**src/design/mted_pkg.sv**
```systemverilog
// ----------------------------------------------------------------------------
// mted_pkg: shared types and constants of the expert dispatch core
// Holds the controller states, the command and status bundles and the codes.
// ----------------------------------------------------------------------------
`timescale 1ns / 1ps
`default_nettype none
package mted_pkg;

  localparam int unsigned LOCAL_SLOTS        = 8;
  localparam int unsigned MAX_K              = 8;
  localparam int unsigned MAX_TOKENS         = 4096;
  localparam int unsigned DIV_W              = 12;
  localparam int unsigned IN_W               = 56;
  localparam int unsigned OUT_W              = 96;
  localparam int unsigned CFG_W              = 13;
  localparam int unsigned CFG_IDX_W          = 3;

  // Transaction kinds carried on the input tuser
  localparam logic [1:0] MODE_LOAD  = 2'd0;
  localparam logic [1:0] MODE_SEL   = 2'd1;
  localparam logic [1:0] MODE_QUERY = 2'd2;
  localparam logic [1:0] MODE_CLEAR = 2'd3;

  // Replicate grouping codes
  localparam logic [1:0] AXIS_ROWS = 2'd1;
  localparam logic [1:0] AXIS_COLS = 2'd2;

  // Configuration register indexes
  localparam logic [2:0] CFG_DEVICE_COORD = 3'd0;
  localparam logic [2:0] CFG_MESH_ROWS    = 3'd1;
  localparam logic [2:0] CFG_MESH_COLS    = 3'd2;
  localparam logic [2:0] CFG_TOKENS_PER   = 3'd3;
  localparam logic [2:0] CFG_AXIS_MODE    = 3'd4;
  localparam logic [2:0] CFG_K_VALUE      = 3'd5;

  typedef enum logic [2:0] {
    ST_IDLE,
    ST_DIV_TOK,
    ST_LOAD_COORD,
    ST_DIV_COORD,
    ST_SDEV,
    ST_MAP_RD,
    ST_RESULT
  } state_e;

  typedef struct packed {
    logic accept;
    logic div_step;
    logic start_coord;
    logic calc_sdev;
    logic map_rd;
    logic commit;
  } cmd_t;

  typedef struct packed {
    logic [1:0] mode;
    logic       div_last;
    logic       out_free;
  } sts_t;

endpackage
`default_nettype wire

```
**src/design/mted_ctrl.sv**
```systemverilog
// ----------------------------------------------------------------------------
// mted_ctrl: sequencing state machine
// Steps a selection through divide, device derivation, map read, result; a query goes straight to result.
// ----------------------------------------------------------------------------
`timescale 1ns / 1ps
`default_nettype none
module mted_ctrl (
  input  wire logic          clk_i,
  input  wire logic          rst_ni,
  input  wire logic          s_axis_tvalid,
  output logic               s_axis_tready,
  input  wire mted_pkg::sts_t sts_i,
  output mted_pkg::cmd_t     cmd_o
);

  mted_pkg::state_e state_q, state_d;

  // State register
  always_ff @(posedge clk_i or negedge rst_ni) begin
    if (!rst_ni) begin
      state_q <= mted_pkg::ST_IDLE;
    end else begin
      state_q <= state_d;
    end
  end

  // Next state
  always_comb begin
    state_d = state_q;
    case (state_q)
      mted_pkg::ST_IDLE: begin
        if (s_axis_tvalid) begin
          if (sts_i.mode == mted_pkg::MODE_SEL) begin
            state_d = mted_pkg::ST_DIV_TOK;
          end else if (sts_i.mode == mted_pkg::MODE_QUERY) begin
            state_d = mted_pkg::ST_RESULT;
          end
        end
      end
      mted_pkg::ST_DIV_TOK: begin
        if (sts_i.div_last) state_d = mted_pkg::ST_LOAD_COORD;
      end
      mted_pkg::ST_LOAD_COORD: state_d = mted_pkg::ST_DIV_COORD;
      mted_pkg::ST_DIV_COORD: begin
        if (sts_i.div_last) state_d = mted_pkg::ST_SDEV;
      end
      mted_pkg::ST_SDEV:   state_d = mted_pkg::ST_MAP_RD;
      mted_pkg::ST_MAP_RD: state_d = mted_pkg::ST_RESULT;
      mted_pkg::ST_RESULT: begin
        if (sts_i.out_free) state_d = mted_pkg::ST_IDLE;
      end
      default: state_d = mted_pkg::ST_IDLE;
    endcase
  end

  // Outputs
  always_comb begin
    cmd_o         = '0;
    s_axis_tready = 1'b0;
    case (state_q)
      mted_pkg::ST_IDLE: begin
        s_axis_tready = 1'b1;
        cmd_o.accept  = s_axis_tvalid;
      end
      mted_pkg::ST_DIV_TOK, mted_pkg::ST_DIV_COORD: cmd_o.div_step = 1'b1;
      mted_pkg::ST_LOAD_COORD: cmd_o.start_coord = 1'b1;
      mted_pkg::ST_SDEV:       cmd_o.calc_sdev   = 1'b1;
      mted_pkg::ST_MAP_RD:     cmd_o.map_rd      = 1'b1;
      mted_pkg::ST_RESULT:     cmd_o.commit      = sts_i.out_free;
      default: cmd_o = '0;
    endcase
  end

endmodule
`default_nettype wire

```
**config.mk**
```make
export PLATFORM = sky130hd
export DESIGN_NAME = mted_ctrl
export DESIGN_NICKNAME = d
export VERILOG_FILES = /design/src/design/mted_pkg.sv /design/src/design/mted_ctrl.sv
export SDC_FILE = /design/constraint.sdc
export NUM_CORES = 1
export LEC_CHECK = 0
export ABC_AREA = 1
export BUFFER_PORTS_ARGS = -buffer_cell sky130_fd_sc_hd__buf_2
export CAP_MARGIN = 10
export CORE_AREA = 2 2 39 41
export DETAILED_ROUTE_END_ITERATION = 6
export DIE_AREA = 0 0 41 43
export GPL_TIMING_DRIVEN = 1
export PLACE_DENSITY_LB_ADDON = 0.2
export SYNTH_ARGS = -nofsm -noshare
export SYNTH_HDL_FRONTEND = slang
export SYNTH_SLANG_ARGS = --single-unit
export TNS_END_PERCENT = 1
```
**constraint.sdc**
```tcl
create_clock -name clk_i -period 1.55 [get_ports clk_i]
set_input_delay 0.155 -clock clk_i [delete_from_list [all_inputs] [get_ports clk_i]]
set_output_delay 0.155 -clock clk_i [all_outputs]
set_load 0.1 [all_outputs]
```
== Word level (Yosys, flattened, before mapping) ==
Index checks and enable logic that the tools add are counted.
W data, S select, Z words.
Word-level totals
  bits in registers: 3
  bits in latches: 0
  memory bits (writable): 0
  memory bits (read-only): 0
  bits of input ports: 7
  output and inout port bits: 7
  word-level logic and storage cells: 31
  memories kept: 0
Operators by class
  add/sub/neg operators: 0
  multipliers: 0
  divide/modulo/power cells: 0
  magnitude comparators: 0
  equal/unequal tests: 13
  shifts and indexed selects: 0
  multiplexer cells: 14
  bitwise logic cells: 0
  reduce and logical (&&, ||, !) cells: 3
Operator list (count)
  $pmux W3 S7: 1
  $mux W3: 6
  $eq A3 B3 Y1 const B: 3
  $ne A2 B2 Y1 const B: 4
  $mux W1: 7
  $eq A3 B2 Y1 const B: 2
  $reduce_and A5 Y1: 1
  $eq A3 B1 Y1 const B: 1
  $logic_not A3 Y1: 1
  $ne A3 B3 Y1 const B: 1
  $eq A2 B1 Y1 const B: 1
  $eq A2 B2 Y1 const B: 1
  $reduce_or A2 Y1: 1

== Depth between registers and ports, before layout ==
  depth after elaboration: 5
  mapped depth: 8
  gate-level depth less buffers: 8

== Least setup slack after synthesis ==
No wires, ideal clock.
  path kind: register to output
  start: register state_q[2]
  end: output port cmd_o[1] in the netlist's numbering
  arrival time: 2.604 ns
  required time: 1.395 ns
  slack: -1.209 ns
  stages on the path, launching flop included: 3
  buffers on the path: 0
  path through: dfrtp_1 inv_1 nor3_1
RTL lines
  from (decl): RTL line mted_ctrl.sv:16  | mted_pkg::state_e state_q, state_d;
  from (signal assigned): RTL line mted_ctrl.sv:21  | state_q <= mted_pkg::ST_IDLE;
  from (signal assigned): RTL line mted_ctrl.sv:23  | state_q <= state_d;
  to (decl): RTL line mted_ctrl.sv:13  | output mted_pkg::cmd_t cmd_o

==> summary.txt <==
STA
  – Smallest hold slack: 196 ps
  – Clock Skews: 1.24 ps
  – Peak Freq: 690 MHz
  – Worst-margin pin slew: 296 ps
  – RSZ-0062 raised after global routing: false
  – Final hold viol count: 0
  – Min Tclk post-route: 1450 ps
  – Max_slew headroom: 80.1%
  – # setup viols final: 0
  – Fin crit share: 93.5%
  – Pins Over Slew Limit: 0

Detailed routing
  – Vias per cell: 4.28
  – Wire per inst: 9.06 um
  – Routed via count: 347
  – # DRC: 0
  – Drt pass-1 iters: 4
  – ANT nets after route: 0
  – Post-detailed-routing wire length: 734 um
  – DR iter-0 viols: 2

Setup path
  – Worst setup SP type: flip-flop
  – CP max stage cell: dfrtp_1
  – Worst R2R Start: state_q[0]
  – Cell family with most CP delay: flip-flops
  – Crit path launch: state_q[2]
  – Crit-path cells: inv_2 > nand3_1 > inv_1 > buf_12
  – Slowest stage delay, CP: 470 ps
  – Reg2Reg Setup Slack: 300 ps
  – Crit path arrival time: 1290 ps
  – Type of the worst setup path: reg -> out
  – Critical Path RT: 1390 ps
  – Buf+Inv Stages, Crit Path: 3
  – Worst-path maximum fanout: 7
  – Worst Setup End Kind: primary output

GRT
  – First-pass GRT wire length: 1280 um
  – Met1 Usage GRT: 12.3%
  – Initial antenna violation count: 0
  – Vias in the first global route: 314
  – M3 GR Usage: 6.28%
  – Grt peak-use layer: met2
  – Grt total ovfl: 0
  – Tot GR Track Use: 11.0%
  – Largest net degree at the start of global routing: 8
  – Met2 GRT Util: 16.6%

Clock tree
  – Postcts setup bufs: 0
  – CTS tree: done
  – CTS buffer count: 3
  – CTS sink cnt: 3
  – Maximum clock path buffer count: 2
  – Clock Root Buffer: clkbuf_4
  – Htree depth: 1
  – Worst-Skew Late Latency: 230 ps
  – Clock-pin slew on the worst setup and hold paths: 40 ps

Run
  – Max-Cap Viols: 0

Hold path
  – Worst Hold Launch: sts_i[0]
  – Hold/Removal Path Class: in -> reg

Synthesis
  – Netlist Area Pre-Place: 279 um^2
  – Mapped Nets: 55
  – Largest cells by area after synthesis: dfrtp_1 (27%), nand2_1 (15%), inv_1 (12%)
  – #FFs+latches synth: 3
  – Average size of a mapped cell: 5.94 um^2
  – Post-synthesis sequential area ratio: 26.9%
  – Cells after Synth: 47
  – Yosys top cell by area: dfrtp_1
  – Post-synth top area share: 26.9%
  – Syn. warnings: 0
  – Count of cell types in the netlist: 13

Finish
  – Commonest non-fill, non-tap cell in the layout: nand2_1
  – Final Non-Filler Cells: 81
  – Layout area overhead: 89.2%
  – Fill count: 148
  – ANT cells: 0
  – Biggest regs: state_q: 3 flops
  – Nets: 74
  – Max reg flops: 3
  – Top reg by flops: state_q
  – Commonest non-fill, non-tap cells in the layout: nand2_1 (11), inv_1 (8), buf_12 (7)
  – Layout cells sized above 1: 40.0%

Placement
  – Placed cell count: 76
  – Placer Congestion: 0.734
  – I/O Buffers: 13
  – DP HPWL: 651 um

Floorplan
  – Core Area: 1380 um^2
  – Cell row count: 14
  – Starting Density: 20.2%
  – I/O pin count: 14
  – Die Span X: 41 um
  – Chip height: 43 um
  – Die ar.: 1760 um^2

Outcome
  – Status: finished, final reports clean
==> metal layers <==
metal | routed length [um] | part of all wire, % | vias to the layer above
met2 | 408 | 56 | 6
met1 | 293 | 40 | 159
met5 | 0 | 0 | -
met3 | 31 | 4.2 | 0
li1 | - | - | 182
met4 | 0 | 0 | 0
==> what timing repair did <==
action | in CTS | in global routing
endpoints found under the hold margin | 3 | 0
hold buffers | 1 | 0
gates resized for setup | 0 | 2
endpoints found under the setup margin | 0 | 4
==> through the flow <==
stage | util (%) | instance area [um^2] | setup WS [ps] | setup TNS, ps
after detailed placement | 35.2 | 487 | 278 | 0
after global routing | 38.2 | 528 | 20.4 | 0
after CTS | 37.8 | 523 | 18.4 | 0
final | 38.2 | 528 | 100 | 0
after floorplan | - | 297 | -405 | -1420
after global placement | 35.2 | 487 | 261 | 0
==> cell usage after synthesis <==
cell / n
nand2_1: 11
inv_1: 9
nor2_1: 7
nand3_1: 5
nor3_1: 4
dfrtp_1: 3
nor2_2: 2
a21oi_1: 1
and3_2: 1
ha_1: 1
inv_2: 1
nand2_2: 1
nor3_2: 1
==> cell families (layout without fill, tap and decap cells) <==
family	count (synthesis)	after routing	synth area share, %
buffers and inverters	10	28	13.5
adder cells (fa/ha/maj)	1	1	4.48
AND/OR/NAND/NOR	32	32	53.4
AO/OA/AOI/OAI	1	1	1.79
flip-flops	3	3	26.9
==> cell type report <==
type / instances / area (um^2) / area share, %
sequential: 3 / 75.1 / 14.2
clock buffer: 4 / 26.3 / 4.98
inverter: 10 / 37.5 / 7.11
multi-input combinational: 34 / 189 / 35.8
timing repair buffer: 14 / 180 / 34.1
tap: 16 / 20.0 / 3.79
==> worst min-delay path, cell delays in order <==
cell	delay, ps
buf_2	90
nor3_2	50
inv_1	40
nand2_1	40
==> worst paths after layout <==
kind                         endpoint  depth (start not counted)
max                          cmd_o[3]                          4
min                        state_q[2]                          4
max reg2reg                state_q[2]                          5
min reg2reg                state_q[2]                          3
max in group asynchronous  state_q[0]                          2
min in group asynchronous  state_q[1]                          2
Power is not shown: default switching activity piles up to over one toggle a cycle in this logic, so the estimate is an artifact.
